===== src/hw/rtl/fm_voice_fingerprint_unit_assert.svh =====
// assertion macros for the fm voice fingerprint unit
`ifndef FM_VOICE_FINGERPRINT_UNIT_ASSERT_SVH
`define FM_VOICE_FINGERPRINT_UNIT_ASSERT_SVH

`ifndef SYNTHESIS

// implication or plain property checked on every clock edge out of reset
`define FVF_ASSERT(lbl, clk, rst_n, prop) \
	lbl: assert property (@(posedge clk) disable iff (!rst_n) prop) \
		else $error("fvf assertion failed");

// condition that must never hold out of reset
`define FVF_ASSERT_NEVER(lbl, clk, rst_n, cond) \
	lbl: assert property (@(posedge clk) disable iff (!rst_n) !(cond)) \
		else $error("fvf forbidden condition seen");

`else

`define FVF_ASSERT(lbl, clk, rst_n, prop)
`define FVF_ASSERT_NEVER(lbl, clk, rst_n, cond)

`endif

`endif


===== src/hw/rtl/fvf_pkg.sv =====
// shared types and constants of the fm voice fingerprint unit
`timescale 1ns / 1ps

package fvf_pkg;

	typedef enum logic [1:0] {
		EV_RAW      = 2'd0,
		EV_NOTE_ON  = 2'd1,
		EV_NOTE_OFF = 2'd2
	} event_kind_t;

	typedef enum logic [1:0] {
		ST_CLEAR,
		ST_IDLE,
		ST_HASH
	} back_state_t;

	// classified command held in the queue between front and back
	typedef struct packed {
		event_kind_t kind;
		logic [8:0]  reg_address;
		logic [7:0]  write_data;
		logic [2:0]  channel;
		logic [7:0]  key_slots;
		logic        bank;
		logic [1:0]  slot;
		logic        zero_voice;
	} cmd_t;

	localparam int unsigned ShadowAddrWidth = 9;
	localparam int unsigned ApbAddrWidth    = 3;
	localparam int unsigned ApbDataWidth    = 32;

	// register index of probe_enabled, taken from paddr[2]
	localparam logic CfgProbeEnabled = 1'b0;

	localparam logic [2:0] ChannelsPerBank = 3'd3;
	localparam logic [2:0] LastChannel     = 3'd5;
	localparam logic [7:0] RawChannel      = 8'hff;

	localparam logic [63:0] FnvBasis      = 64'hcbf29ce484222325;
	localparam logic [8:0]  FnvPrimeLo    = 9'h1b3;
	localparam int unsigned FnvPrimeShift = 40;

	// shadow register bases
	localparam logic [7:0] RegMulDt  = 8'h30;
	localparam logic [7:0] RegTl     = 8'h40;
	localparam logic [7:0] RegAr     = 8'h50;
	localparam logic [7:0] RegDr     = 8'h60;
	localparam logic [7:0] RegSr     = 8'h70;
	localparam logic [7:0] RegRr     = 8'h80;
	localparam logic [7:0] RegFnumLo = 8'ha0;
	localparam logic [7:0] RegBlock  = 8'ha4;
	localparam logic [7:0] RegAlgFb  = 8'hb0;
	localparam logic [7:0] RegPanLfo = 8'hb4;

	// sequencer steps: 0..27 operator bytes, then channel bytes
	localparam logic [5:0] StepAlg    = 6'd28;
	localparam logic [5:0] StepFb     = 6'd29;
	localparam logic [5:0] StepAms    = 6'd30;
	localparam logic [5:0] StepFms    = 6'd31;
	localparam logic [5:0] StepFnumLo = 6'd32;
	localparam logic [5:0] StepBlock  = 6'd33;
	localparam logic [5:0] StepTone   = 6'd34;
	localparam logic [5:0] LastStep   = 6'd37;

	// operator register groups in hash order
	localparam logic [2:0] GrpTl  = 3'd0;
	localparam logic [2:0] GrpAr  = 3'd1;
	localparam logic [2:0] GrpDr  = 3'd2;
	localparam logic [2:0] GrpSr  = 3'd3;
	localparam logic [2:0] GrpRr  = 3'd4;
	localparam logic [2:0] GrpMul = 3'd5;
	localparam logic [2:0] GrpDt  = 3'd6;

endpackage


===== src/hw/rtl/fvf_in_if.sv =====
// input channel carrying register writes and key events
`timescale 1ns / 1ps

interface fvf_in_if;
	logic       valid;
	logic       ready;
	logic       mode;
	logic [8:0] reg_address;
	logic [7:0] write_data;
	logic [2:0] channel;
	logic [7:0] key_slots;

	modport source (
		output valid, mode, reg_address, write_data, channel, key_slots,
		input  ready
	);

	modport sink (
		input  valid, mode, reg_address, write_data, channel, key_slots,
		output ready
	);
endinterface


===== src/hw/rtl/fvf_out_if.sv =====
// output channel carrying decoded events and voice hashes
`timescale 1ns / 1ps

interface fvf_out_if;
	logic        valid;
	logic        ready;
	logic [1:0]  event_kind;
	logic [7:0]  event_channel;
	logic [8:0]  event_reg;
	logic [7:0]  event_data;
	logic [63:0] timbre_digest;
	logic [63:0] voice_digest;
	logic [2:0]  algorithm;
	logic [2:0]  feedback;
	logic [1:0]  pan;
	logic [1:0]  ams;
	logic [2:0]  fms;
	logic [13:0] blk_fnum;

	modport source (
		output valid, event_kind, event_channel, event_reg, event_data,
		       timbre_digest, voice_digest, algorithm, feedback, pan, ams, fms,
		       blk_fnum,
		input  ready
	);

	modport sink (
		input  valid, event_kind, event_channel, event_reg, event_data,
		       timbre_digest, voice_digest, algorithm, feedback, pan, ams, fms,
		       blk_fnum,
		output ready
	);
endinterface


===== src/hw/rtl/fvf_front.sv =====
// front end: input handshake and event classification
`timescale 1ns / 1ps

module fvf_front (
	fvf_in_if.sink      item_in,
	input  logic        probe_enabled,
	input  logic        clear_busy,
	input  logic        q_full,
	output logic        push,
	output fvf_pkg::cmd_t push_cmd
);

	logic accepted;
	logic bank;

	assign item_in.ready = !clear_busy && !q_full;
	assign accepted      = item_in.valid && item_in.ready;
	// disabled probe swallows the transaction
	assign push          = accepted && probe_enabled;

	assign bank = item_in.channel >= fvf_pkg::ChannelsPerBank;

	always_comb begin
		push_cmd.reg_address = item_in.reg_address;
		push_cmd.write_data  = item_in.write_data;
		push_cmd.channel     = item_in.channel;
		push_cmd.key_slots   = item_in.key_slots;
		push_cmd.bank        = bank;
		push_cmd.slot        = bank ? 2'(item_in.channel - fvf_pkg::ChannelsPerBank)
		                            : item_in.channel[1:0];
		push_cmd.zero_voice  = item_in.channel > fvf_pkg::LastChannel;
		if (!item_in.mode) begin
			push_cmd.kind = fvf_pkg::EV_RAW;
		end else if (|item_in.key_slots[7:4]) begin
			push_cmd.kind = fvf_pkg::EV_NOTE_ON;
		end else begin
			push_cmd.kind = fvf_pkg::EV_NOTE_OFF;
		end
	end

endmodule


===== src/hw/rtl/fvf_queue.sv =====
// short command queue between front and back
`timescale 1ns / 1ps

module fvf_queue #(
	parameter int unsigned Depth = 2
) (
	input  logic          clk,
	input  logic          arst_n,
	input  logic          push,
	input  fvf_pkg::cmd_t push_cmd,
	output logic          full,
	input  logic          pop,
	output fvf_pkg::cmd_t pop_cmd,
	output logic          nonempty
);

	localparam int unsigned PtrW = $clog2(Depth);
	localparam int unsigned CntW = $clog2(Depth + 1);

	fvf_pkg::cmd_t   slots_q [Depth];
	logic [PtrW-1:0] wr_ptr_q;
	logic [PtrW-1:0] rd_ptr_q;
	logic [CntW-1:0] count_q;

	assign full     = count_q == CntW'(Depth);
	assign nonempty = count_q != '0;
	assign pop_cmd  = slots_q[rd_ptr_q];

	always_ff @(posedge clk) begin
		if (push) begin
			slots_q[wr_ptr_q] <= push_cmd;
		end
	end

	always_ff @(posedge clk or negedge arst_n) begin
		if (!arst_n) begin
			wr_ptr_q <= '0;
			rd_ptr_q <= '0;
			count_q  <= '0;
		end else begin
			if (push) begin
				wr_ptr_q <= (wr_ptr_q == PtrW'(Depth - 1)) ? '0 : wr_ptr_q + 1'b1;
			end
			if (pop) begin
				rd_ptr_q <= (rd_ptr_q == PtrW'(Depth - 1)) ? '0 : rd_ptr_q + 1'b1;
			end
			if (push && !pop) begin
				count_q <= count_q + 1'b1;
			end else if (pop && !push) begin
				count_q <= count_q - 1'b1;
			end
		end
	end

endmodule


===== src/hw/rtl/fvf_back.sv =====
// back end: register shadow, hash sequencer and result register
`timescale 1ns / 1ps

module fvf_back (
	input  logic          clk,
	input  logic          arst_n,
	input  logic          q_nonempty,
	input  fvf_pkg::cmd_t q_cmd,
	output logic          pop,
	output logic          clear_busy,
	fvf_out_if.source     result_out
);

	fvf_pkg::back_state_t state_q, state_d;

	logic [7:0] shadow [2**fvf_pkg::ShadowAddrWidth];
	logic [7:0] rd_data_q;

	logic [fvf_pkg::ShadowAddrWidth-1:0] clr_addr_q;
	logic [fvf_pkg::ShadowAddrWidth-1:0] rd_addr;
	logic [fvf_pkg::ShadowAddrWidth-1:0] wr_addr;
	logic [7:0] wr_data;
	logic       mem_we;

	fvf_pkg::cmd_t cur_q;
	logic [5:0]  step_q;
	logic [5:0]  step_s1;
	logic        vld_s1;
	logic [63:0] h_q;
	logic [63:0] timbre_q;
	logic [2:0]  alg_q, fb_q, fms_q;
	logic [1:0]  pan_q, ams_q;
	logic [7:0]  fnum_lo_q;
	logic [5:0]  blk_q;

	logic [7:0]  d;
	logic [7:0]  hbyte;
	logic        hash_en;
	logic [63:0] hx;
	logic [63:0] h_next;
	logic [7:0]  base;
	logic        finish;
	logic        out_free;
	logic        start;

	// result register
	logic        res_valid_q;
	logic        res_load;
	logic [1:0]  r_kind_q, r_kind_d;
	logic [7:0]  r_chan_q, r_chan_d;
	logic [8:0]  r_reg_q, r_reg_d;
	logic [7:0]  r_data_q, r_data_d;
	logic [63:0] r_timbre_q, r_timbre_d;
	logic [63:0] r_voice_q, r_voice_d;
	logic [2:0]  r_alg_q, r_alg_d, r_fb_q, r_fb_d, r_fms_q, r_fms_d;
	logic [1:0]  r_pan_q, r_pan_d, r_ams_q, r_ams_d;
	logic [13:0] r_bfn_q, r_bfn_d;

	assign clear_busy = state_q == fvf_pkg::ST_CLEAR;
	assign out_free   = !res_valid_q || result_out.ready;
	assign finish     = vld_s1 && (step_s1 == fvf_pkg::LastStep);

	// sequencer control
	always_comb begin
		state_d  = state_q;
		pop      = 1'b0;
		start    = 1'b0;
		res_load = 1'b0;
		mem_we   = 1'b0;
		wr_addr  = clr_addr_q;
		wr_data  = '0;
		case (state_q)
			fvf_pkg::ST_CLEAR: begin
				mem_we = 1'b1;
				if (&clr_addr_q) begin
					state_d = fvf_pkg::ST_IDLE;
				end
			end
			fvf_pkg::ST_IDLE: begin
				if (q_nonempty && out_free) begin
					pop = 1'b1;
					case (q_cmd.kind)
						fvf_pkg::EV_RAW: begin
							mem_we   = 1'b1;
							wr_addr  = q_cmd.reg_address;
							wr_data  = q_cmd.write_data;
							res_load = 1'b1;
						end
						fvf_pkg::EV_NOTE_ON: begin
							start   = 1'b1;
							state_d = fvf_pkg::ST_HASH;
						end
						default: begin
							res_load = 1'b1;
						end
					endcase
				end
			end
			fvf_pkg::ST_HASH: begin
				if (finish) begin
					res_load = 1'b1;
					state_d  = fvf_pkg::ST_IDLE;
				end
			end
			default: begin
				state_d = fvf_pkg::ST_IDLE;
			end
		endcase
	end

	always_ff @(posedge clk or negedge arst_n) begin
		if (!arst_n) begin
			state_q <= fvf_pkg::ST_CLEAR;
		end else begin
			state_q <= state_d;
		end
	end

	// shadow memory
	always_ff @(posedge clk) begin
		if (mem_we) begin
			shadow[wr_addr] <= wr_data;
		end
		rd_data_q <= shadow[rd_addr];
	end

	// read address for the step being issued
	always_comb begin
		if (step_q < fvf_pkg::StepAlg) begin
			case (step_q[4:2])
				fvf_pkg::GrpTl:  base = fvf_pkg::RegTl;
				fvf_pkg::GrpAr:  base = fvf_pkg::RegAr;
				fvf_pkg::GrpDr:  base = fvf_pkg::RegDr;
				fvf_pkg::GrpSr:  base = fvf_pkg::RegSr;
				fvf_pkg::GrpRr:  base = fvf_pkg::RegRr;
				default:         base = fvf_pkg::RegMulDt;
			endcase
			base = base + {4'b0000, step_q[1:0], 2'b00};
		end else begin
			case (step_q)
				fvf_pkg::StepAlg, fvf_pkg::StepFb:   base = fvf_pkg::RegAlgFb;
				fvf_pkg::StepAms, fvf_pkg::StepFms:  base = fvf_pkg::RegPanLfo;
				fvf_pkg::StepFnumLo:                 base = fvf_pkg::RegFnumLo;
				default:                             base = fvf_pkg::RegBlock;
			endcase
		end
		rd_addr = {cur_q.bank, base + {6'b000000, cur_q.slot}};
	end

	// byte picked from the shadow word; invalid channels read as zero
	assign d = cur_q.zero_voice ? 8'h00 : rd_data_q;

	always_comb begin
		hbyte   = '0;
		hash_en = 1'b1;
		if (step_s1 < fvf_pkg::StepAlg) begin
			case (step_s1[4:2])
				fvf_pkg::GrpTl:  hbyte = {1'b0, d[6:0]};
				fvf_pkg::GrpAr,
				fvf_pkg::GrpDr,
				fvf_pkg::GrpSr:  hbyte = {3'b000, d[4:0]};
				fvf_pkg::GrpRr,
				fvf_pkg::GrpMul: hbyte = {4'b0000, d[3:0]};
				fvf_pkg::GrpDt:  hbyte = {5'b00000, d[6:4]};
				default:         hbyte = '0;
			endcase
		end else begin
			case (step_s1)
				fvf_pkg::StepAlg:    hbyte = {5'b00000, d[2:0]};
				fvf_pkg::StepFb:     hbyte = {5'b00000, d[5:3]};
				fvf_pkg::StepAms:    hbyte = {6'b000000, d[5:4]};
				fvf_pkg::StepFms:    hbyte = {5'b00000, d[2:0]};
				fvf_pkg::StepFnumLo,
				fvf_pkg::StepBlock:  hash_en = 1'b0;
				// tone class is bits 10..7 of block_fnum
				fvf_pkg::StepTone:   hbyte = {4'b0000, blk_q[2:0], fnum_lo_q[7]};
				default:             hbyte = '0;
			endcase
		end
	end

	// fnv-1a step: xor then multiply by 2^40 + 0x1b3
	assign hx     = h_q ^ {56'b0, hbyte};
	assign h_next = (hx * 64'(fvf_pkg::FnvPrimeLo)) + (hx << fvf_pkg::FnvPrimeShift);

	always_ff @(posedge clk or negedge arst_n) begin
		if (!arst_n) begin
			clr_addr_q <= '0;
			step_q     <= '0;
			vld_s1     <= 1'b0;
		end else begin
			if (clear_busy) begin
				clr_addr_q <= clr_addr_q + 1'b1;
			end
			if (start) begin
				step_q <= '0;
			end else if (state_q == fvf_pkg::ST_HASH && step_q <= fvf_pkg::LastStep) begin
				step_q <= step_q + 1'b1;
			end
			vld_s1 <= (state_q == fvf_pkg::ST_HASH) && (step_q <= fvf_pkg::LastStep);
		end
	end

	always_ff @(posedge clk) begin
		step_s1 <= step_q;
		if (start) begin
			cur_q <= q_cmd;
			h_q   <= fvf_pkg::FnvBasis;
		end else if (vld_s1) begin
			if (hash_en) begin
				h_q <= h_next;
			end
			case (step_s1)
				fvf_pkg::StepAlg: begin
					alg_q <= d[2:0];
					fb_q  <= d[5:3];
				end
				fvf_pkg::StepAms: begin
					pan_q <= d[7:6];
					ams_q <= d[5:4];
					fms_q <= d[2:0];
				end
				fvf_pkg::StepFms:    timbre_q  <= h_next;
				fvf_pkg::StepFnumLo: fnum_lo_q <= d;
				fvf_pkg::StepBlock:  blk_q     <= d[5:0];
				default: ;
			endcase
		end
	end

	// result contents
	always_comb begin
		r_kind_d   = q_cmd.kind;
		r_chan_d   = {5'b00000, q_cmd.channel};
		r_reg_d    = '0;
		r_data_d   = q_cmd.key_slots;
		r_timbre_d = '0;
		r_voice_d  = '0;
		r_alg_d    = '0;
		r_fb_d     = '0;
		r_pan_d    = '0;
		r_ams_d    = '0;
		r_fms_d    = '0;
		r_bfn_d    = '0;
		if (state_q == fvf_pkg::ST_HASH) begin
			r_kind_d   = fvf_pkg::EV_NOTE_ON;
			r_chan_d   = {5'b00000, cur_q.channel};
			r_data_d   = cur_q.key_slots;
			r_timbre_d = timbre_q;
			r_voice_d  = h_next;
			r_alg_d    = alg_q;
			r_fb_d     = fb_q;
			r_pan_d    = pan_q;
			r_ams_d    = ams_q;
			r_fms_d    = fms_q;
			r_bfn_d    = {blk_q, fnum_lo_q};
		end else if (q_cmd.kind == fvf_pkg::EV_RAW) begin
			r_chan_d = fvf_pkg::RawChannel;
			r_reg_d  = q_cmd.reg_address;
			r_data_d = q_cmd.write_data;
		end
	end

	always_ff @(posedge clk or negedge arst_n) begin
		if (!arst_n) begin
			res_valid_q <= 1'b0;
		end else if (res_load) begin
			res_valid_q <= 1'b1;
		end else if (result_out.ready) begin
			res_valid_q <= 1'b0;
		end
	end

	always_ff @(posedge clk) begin
		if (res_load) begin
			r_kind_q   <= r_kind_d;
			r_chan_q   <= r_chan_d;
			r_reg_q    <= r_reg_d;
			r_data_q   <= r_data_d;
			r_timbre_q <= r_timbre_d;
			r_voice_q  <= r_voice_d;
			r_alg_q    <= r_alg_d;
			r_fb_q     <= r_fb_d;
			r_pan_q    <= r_pan_d;
			r_ams_q    <= r_ams_d;
			r_fms_q    <= r_fms_d;
			r_bfn_q    <= r_bfn_d;
		end
	end

	assign result_out.valid         = res_valid_q;
	assign result_out.event_kind    = r_kind_q;
	assign result_out.event_channel = r_chan_q;
	assign result_out.event_reg     = r_reg_q;
	assign result_out.event_data    = r_data_q;
	assign result_out.timbre_digest = r_timbre_q;
	assign result_out.voice_digest  = r_voice_q;
	assign result_out.algorithm     = r_alg_q;
	assign result_out.feedback      = r_fb_q;
	assign result_out.pan           = r_pan_q;
	assign result_out.ams           = r_ams_q;
	assign result_out.fms           = r_fms_q;
	assign result_out.blk_fnum      = r_bfn_q;

endmodule


===== src/hw/rtl/fm_voice_fingerprint_unit.sv =====
// top level of the fm voice fingerprint unit
// a register write or note-off passes through the queue and the result register before its result is valid
// a note-on result is loaded when the sequencer finishes its 38 sequencer steps (36 hash bytes)
// throughput: one write or key-off per cycle while results are taken, none while a note-on is hashing
// reset: shadow cleared by a pass over all 512 entries with item_in.ready low, probe enabled
`timescale 1ns / 1ps
`include "fm_voice_fingerprint_unit_assert.svh"

module fm_voice_fingerprint_unit #(
	parameter int unsigned QueueDepth = 2
) (
	input  logic                               clk,
	input  logic                               arst_n,
	fvf_in_if.sink                             item_in,
	fvf_out_if.source                          result_out,
	input  logic                               psel,
	input  logic                               penable,
	input  logic                               pwrite,
	input  logic [fvf_pkg::ApbAddrWidth-1:0]   paddr,
	input  logic [fvf_pkg::ApbDataWidth-1:0]   pwdata,
	output logic [fvf_pkg::ApbDataWidth-1:0]   prdata,
	output logic                               pready
);

	// configuration register
	logic probe_enabled_q;
	logic cfg_write;

	// front to queue
	logic          push;
	fvf_pkg::cmd_t push_cmd;
	logic          q_full;

	// queue to back
	logic          pop;
	fvf_pkg::cmd_t q_cmd;
	logic          q_nonempty;
	logic          clear_busy;

	// apb: zero wait states, register selected by the word address bit
	assign pready    = 1'b1;
	assign cfg_write = psel && penable && pwrite && pready;

	always_ff @(posedge clk or negedge arst_n) begin
		if (!arst_n) begin
			probe_enabled_q <= 1'b1;
		end else if (cfg_write && paddr[2] == fvf_pkg::CfgProbeEnabled) begin
			probe_enabled_q <= pwdata[0];
		end
	end

	// read back, unused addresses read as zero
	always_comb begin
		prdata = '0;
		if (paddr[2] == fvf_pkg::CfgProbeEnabled) begin
			prdata[0] = probe_enabled_q;
		end
	end

	// front end classifies each transaction and drops it when the probe is off
	fvf_front u_front (
		.item_in       (item_in),
		.probe_enabled (probe_enabled_q),
		.clear_busy    (clear_busy),
		.q_full        (q_full),
		.push          (push),
		.push_cmd      (push_cmd)
	);

	// decoupling queue: keeps writes flowing while the back end is hashing
	fvf_queue #(
		.Depth (QueueDepth)
	) u_queue (
		.clk      (clk),
		.arst_n   (arst_n),
		.push     (push),
		.push_cmd (push_cmd),
		.full     (q_full),
		.pop      (pop),
		.pop_cmd  (q_cmd),
		.nonempty (q_nonempty)
	);

	// back end owns the shadow memory, so writes and note-on reads stay in order
	fvf_back u_back (
		.clk        (clk),
		.arst_n     (arst_n),
		.q_nonempty (q_nonempty),
		.q_cmd      (q_cmd),
		.pop        (pop),
		.clear_busy (clear_busy),
		.result_out (result_out)
	);

	// no transaction is taken while the shadow is being cleared
	`FVF_ASSERT_NEVER(a_no_accept_in_clear, clk, arst_n, item_in.valid && item_in.ready && clear_busy)
	// the queue never takes a command it has no room for
	`FVF_ASSERT_NEVER(a_no_push_when_full, clk, arst_n, push && q_full && !pop)
	// commands only enter the queue with the probe enabled
	`FVF_ASSERT(a_push_needs_probe, clk, arst_n, push |-> probe_enabled_q)
	// the back end only pops a queue that holds something
	`FVF_ASSERT(a_pop_needs_entry, clk, arst_n, pop |-> q_nonempty)

endmodule


===== src/flat_wrapper.sv =====
// flat-port wrapper written by rule: the top's interface ports become plain ports
module fm_voice_fingerprint_unit_flat 
#(
	parameter int unsigned QueueDepth = 2
)
  (clk, arst_n, psel, penable, pwrite, paddr, pwdata, prdata, pready, item_in_valid, item_in_mode, item_in_reg_address, item_in_write_data, item_in_channel, item_in_key_slots, item_in_ready, result_out_valid, result_out_event_kind, result_out_event_channel, result_out_event_reg, result_out_event_data, result_out_timbre_digest, result_out_voice_digest, result_out_algorithm, result_out_feedback, result_out_pan, result_out_ams, result_out_fms, result_out_blk_fnum, result_out_ready);
  fvf_in_if item_in_i ();
  fvf_out_if result_out_i ();
  input  logic clk;
  input  logic arst_n;
  input  logic psel;
  input  logic penable;
  input  logic pwrite;
  input  logic [fvf_pkg::ApbAddrWidth-1:0] paddr;
  input  logic [fvf_pkg::ApbDataWidth-1:0] pwdata;
  output logic [fvf_pkg::ApbDataWidth-1:0] prdata;
  output logic pready;
  input wire logic [$bits(item_in_i.valid)-1:0] item_in_valid;
  input wire logic [$bits(item_in_i.mode)-1:0] item_in_mode;
  input wire logic [$bits(item_in_i.reg_address)-1:0] item_in_reg_address;
  input wire logic [$bits(item_in_i.write_data)-1:0] item_in_write_data;
  input wire logic [$bits(item_in_i.channel)-1:0] item_in_channel;
  input wire logic [$bits(item_in_i.key_slots)-1:0] item_in_key_slots;
  output wire logic [$bits(item_in_i.ready)-1:0] item_in_ready;
  output wire logic [$bits(result_out_i.valid)-1:0] result_out_valid;
  output wire logic [$bits(result_out_i.event_kind)-1:0] result_out_event_kind;
  output wire logic [$bits(result_out_i.event_channel)-1:0] result_out_event_channel;
  output wire logic [$bits(result_out_i.event_reg)-1:0] result_out_event_reg;
  output wire logic [$bits(result_out_i.event_data)-1:0] result_out_event_data;
  output wire logic [$bits(result_out_i.timbre_digest)-1:0] result_out_timbre_digest;
  output wire logic [$bits(result_out_i.voice_digest)-1:0] result_out_voice_digest;
  output wire logic [$bits(result_out_i.algorithm)-1:0] result_out_algorithm;
  output wire logic [$bits(result_out_i.feedback)-1:0] result_out_feedback;
  output wire logic [$bits(result_out_i.pan)-1:0] result_out_pan;
  output wire logic [$bits(result_out_i.ams)-1:0] result_out_ams;
  output wire logic [$bits(result_out_i.fms)-1:0] result_out_fms;
  output wire logic [$bits(result_out_i.blk_fnum)-1:0] result_out_blk_fnum;
  input wire logic [$bits(result_out_i.ready)-1:0] result_out_ready;
  assign item_in_i.valid = item_in_valid;
  assign item_in_i.mode = item_in_mode;
  assign item_in_i.reg_address = item_in_reg_address;
  assign item_in_i.write_data = item_in_write_data;
  assign item_in_i.channel = item_in_channel;
  assign item_in_i.key_slots = item_in_key_slots;
  assign item_in_ready = item_in_i.ready;
  assign result_out_valid = result_out_i.valid;
  assign result_out_event_kind = result_out_i.event_kind;
  assign result_out_event_channel = result_out_i.event_channel;
  assign result_out_event_reg = result_out_i.event_reg;
  assign result_out_event_data = result_out_i.event_data;
  assign result_out_timbre_digest = result_out_i.timbre_digest;
  assign result_out_voice_digest = result_out_i.voice_digest;
  assign result_out_algorithm = result_out_i.algorithm;
  assign result_out_feedback = result_out_i.feedback;
  assign result_out_pan = result_out_i.pan;
  assign result_out_ams = result_out_i.ams;
  assign result_out_fms = result_out_i.fms;
  assign result_out_blk_fnum = result_out_i.blk_fnum;
  assign result_out_i.ready = result_out_ready;
  fm_voice_fingerprint_unit #(.QueueDepth(QueueDepth)) u_core (.clk(clk), .arst_n(arst_n), .item_in(item_in_i), .result_out(result_out_i), .psel(psel), .penable(penable), .pwrite(pwrite), .paddr(paddr), .pwdata(pwdata), .prdata(prdata), .pready(pready));
endmodule

===== config.mk =====
export PLATFORM = sky130hd
export DESIGN_NAME = fm_voice_fingerprint_unit_flat
export DESIGN_NICKNAME = d
export VERILOG_FILES = /design/src/hw/rtl/fvf_pkg.sv /design/src/hw/rtl/fvf_in_if.sv /design/src/hw/rtl/fvf_out_if.sv /design/src/hw/rtl/fvf_front.sv /design/src/hw/rtl/fvf_queue.sv /design/src/hw/rtl/fvf_back.sv /design/src/hw/rtl/fm_voice_fingerprint_unit.sv /design/src/flat_wrapper.sv
export VERILOG_INCLUDE_DIRS = /design/src /design/src/hw/rtl
export SDC_FILE = /design/constraint.sdc
export NUM_CORES = 2
export LEC_CHECK = 0
export BUFFER_PORTS_ARGS = -buffer_cell sky130_fd_sc_hd__buf_4
export CAP_MARGIN = 20
export CORE_MARGIN = 2
export CORE_UTILIZATION = 27
export DETAILED_ROUTE_END_ITERATION = 8
export HOLD_SLACK_MARGIN = 0.15
export PLACE_DENSITY = 0.41
export SLEW_MARGIN = 30
export SYNTH_ARGS = -nofsm -noshare
export SYNTH_HDL_FRONTEND = slang
export SYNTH_HIERARCHICAL = 1
export SYNTH_MEMORY_MAX_BITS = 65536
export SYNTH_SLANG_ARGS = --single-unit

===== constraint.sdc =====
create_clock -name clk -period 13.6 [get_ports clk]
set_input_delay 0.68 -clock clk [delete_from_list [all_inputs] [get_ports clk]]
set_output_delay 0.68 -clock clk [all_outputs]
set_load 0.02 [all_outputs]

==> metrics.md <==
| Metric | Value |
|---|---|
| DRT antenna net count | `0` |
| Multi-input combinational cell area | `31300 µm²` |
| Crit share post-route | `58.5%` |
| Least-Margin Pin Slew | `1.06 ns` |
| Wirelength per Cell | `28.2 µm` |
| Vias in the first global route | `60683` |
| Final RePlAce weighted congestion | `0.826` |
| Htree depth | `5` |
| Final Core Density | `31.4%` |
| CTS sink cnt | `2498` |
| Via Count | `58996` |
| Post-synth EDFFs | `2396` |
| Worst R2R Path Depth | `23` |
| Critical path's top delay family | `compound AO/OA/AOI/OAI gates` |
| Pre-CTS setup slack | `5.46 ns` |
| Die area | `407000 µm²` |
| Final #Nets | `7239` |
| YS warnings | `6` |
| Post-DP HPWL | `224000 µm` |
| R2R Path Start | `u_core/u_back/step_s1[5]$_DFF_P_` |
| Register Area | `74100 µm²` |
| Skew-Pair Late Insertion Delay | `0.87 ns` |
| Crit path launch | `u_core/u_back/step_s1[5]$_DFF_P_` |
| HP Class | `input pin to flop` |
| Fmax | `0.126 GHz` |
| Crit path capture type | `flop` |
| Finished Layout Cells | `12232` |
| Reg2reg end | `u_core/u_back/result_out.voice_digest[59]$_SDFFCE_PN0P_` |
| Final hold viol count | `0` |
| WL met3 | `17100 µm` |
| RSZ-0062 raised after global routing | `false` |
| Setup crit start kind | `flop` |
| Largest net degree at the start of global routing | `100` |
| Outcome | `finished, final reports clean` |
| Post-CTS Resized | `0` |
| Unique cell type count in the Yosys netlist | `96` |
| Worst-path clk slew | `0.06 ns` |
| First drt pass iteration count | `5` |
| Commonest non-fill, non-tap cell in the layout | `edfxtp_1` |
| Die X | `638 µm` |
| Fillers | `39018` |
| CP max FO | `14` |
| Synthesized area | `108000 µm²` |
| First-pass GRT wire length | `483000 µm` |
| Initial antenna violation count | `23` |
| Area Overhead vs Synth | `15.7%` |
| WP data arrival | `8.65 ns` |
| Metal-1 WL | `151000 µm` |
| Mapped Avg Cell Area | `16.8 µm²` |
| Asr flop ratio synth | `0.961%` |
| Top cell by count, worst path | `fa_1` |
| Max FFs per register | `2044` |
| Detail Route met2 WL | `166000 µm` |
| Post-synthesis sequential area ratio | `68.3%` |
| Cells after synthesis | `6455` |
| DRC | `0` |
| Critical path, cell by cell | `nand2_1 > nor3b_1 > a21oi_1 > o21ai_0 > xor2_2 > nor2b_1 > fa_1 > ha_1 > inv_1 > fa_1 > inv_1 > ha_1 > fa_1 > a211oi_1 > nor2_1 > o311a_1 > o211a_1 > o2111ai_1 > a31oi_1 > a31oi_1 > o21bai_1 > xor2_1 > and2_1` |
| Starting Density | `27.1%` |
| Clock buffer depth | `4` |
| Final setup fails | `0` |
| Setup bufs post-CTS | `0` |
| Post-Place Cell Area | `116000 µm²` |
| Total GRT Usage | `16.6%` |
| Power Total | `15.9 mW` |
| CTS Buf Count | `282` |
| Port bufs | `222` |
| Die Span Y | `638 µm` |
| Leakage power | `38.1 nW` |
| Number of max-capacitance violations reported | `0` |
| Crit path capture | `u_core/u_back/result_out.voice_digest[59]$_SDFFCE_PN0P_` |
| Final Max Tran Viols | `0` |
| R2R setup slack | `5.64 ns` |
| Leading registers by flop count | `u_core/u_back/shadow (2044), u_core/u_queue/slots_q (68)` |
| Crit Path Class | `flop to flop` |
| Reg with most FFs | `u_core/u_back/shadow` |
| PwrDens | `126 nW/µm²` |
| Max incr delay on CP | `0.71 ns` |
| Main synth FF type | `edfxtp_1` |
| Commonest non-fill, non-tap cells in the layout | `edfxtp_1, nand2_1, mux4_2` |
| WP data required | `14.29 ns` |
| Core area | `400000 µm²` |
| # rows | `232` |
| Layout cells sized above 1 | `19.5%` |
| Fin Setup TNS | `0 ns` |
| Total length of routed wires | `345000 µm` |
| Critical path depth | `23` |
| Crit-path slowest cell | `xor2_2` |
| Hold Buf Count CTS | `32` |
| Final cell area excluding filler cells | `125000 µm²` |
| Bufs and invs on worst path | `2` |
| # IOs | `288` |
| Final min period | `7.96 ns` |
| Slew HR | `28.5%` |
| Routed vias/inst | `4.82` |
| Placed Cells | `11690` |
| Root buffer cell | `clkbuf_16` |
| CTS tree | `yes` |
| Final setup margin | `5.64 ns` |
| Initial DRC Count | `5539` |
| Layout Skew | `0.0583 ns` |
| Worst VDD drop | `90.4 µV` |
| Yosys reg bits | `2498` |
| Hold Worst Slack | `0.224 ns` |
| Total gr overflow | `0` |
| Top sig layer | `met5` |
-- kinds of logic after synthesis --
kind of cell    after synthesis  share of synthesized area (%)
mux                         608                           11.3
xor+xnor                    101                          0.815
simple gates               1426                           5.94
fa+ha+maj                   423                           6.57
other cells                   2                        0.00692
buf+inv                     773                           3.33
flops                      2498                           68.3
compound gates              624                           3.73
-- cells in the mapped netlist, types with 31 or more instances --
cell type | count | area [µm²]
a21o_1 | 34 | 255
a21oi_1 | 187 | 936
a31oi_1 | 56 | 350
and2_1 | 177 | 1110
buf_2 | 77 | 385
buf_4 | 116 | 871
clkbuf_1 | 167 | 627
dfxtp_1 | 78 | 1560
edfxtp_1 | 2396 | 71900
fa_1 | 244 | 4880
ha_1 | 179 | 2240
inv_1 | 370 | 1390
mux2i_1 | 88 | 881
mux4_2 | 478 | 10800
nand2_1 | 523 | 1960
nand3_1 | 99 | 495
nand4_1 | 31 | 194
nor2_1 | 436 | 1640
nor3_1 | 34 | 170
o21ai_0 | 105 | 526
xnor2_1 | 56 | 490
xor2_1 | 45 | 394
-- worst min path at each step --
stage	startpoint	endpoint	depth (start not counted)
detailed placement	u_core/u_back/step_q[5]$_DFFE_PN0P_	u_core/u_back/step_s1[5]$_DFF_P_	0
global route	result_out_ready	u_core/u_back/result_out.valid$_DFFE_PN0P_	3
finish	result_out_ready	u_core/u_back/result_out.valid$_DFFE_PN0P_	3
floorplan	u_core/u_back/step_q[4]$_DFFE_PN0P_	u_core/u_back/step_s1[4]$_DFF_P_	0
global placement	u_core/u_back/step_q[5]$_DFFE_PN0P_	u_core/u_back/step_s1[5]$_DFF_P_	0
CTS	result_out_ready	u_core/u_back/result_out.valid$_DFFE_PN0P_	3
-- where the power goes --
part	internal (mW)	leakage, nW	switching, mW
Combinational	0.0158	15.2	0.0182
Sequential	8.30	18.6	0.000383
Clock	4.40	4.33	3.12
-- worst reg2reg max path, delay by kind of cell (launching register included) --
family	cells	cell delay [ns]
compound gates	9	2.48
fa+ha+maj	5	2.01
simple gates	5	1.49
xor+xnor	2	1.17
flops	1	0.59
buf+inv	2	0.09
-- routing by layer --
layer	vias to the layer above	global-route usage [%]
met5	-	0
met4	4	4.71
met3	420	2.09
met2	1765	27.6
met1	31763	22.8
li1	25044	-
-- area by class of cell --
cell class              count  area share (%)
multi-input cells        3214            25.0
flip-flops and latches   2498            59.1
clock inverters           143            1.12
inverters                 371            1.11
well taps                5265            5.25
diodes                      1         0.00199
repair buffers            378            2.50
clock buffers             362            6.01
Note: power is estimated with default switching activity, not from simulation.
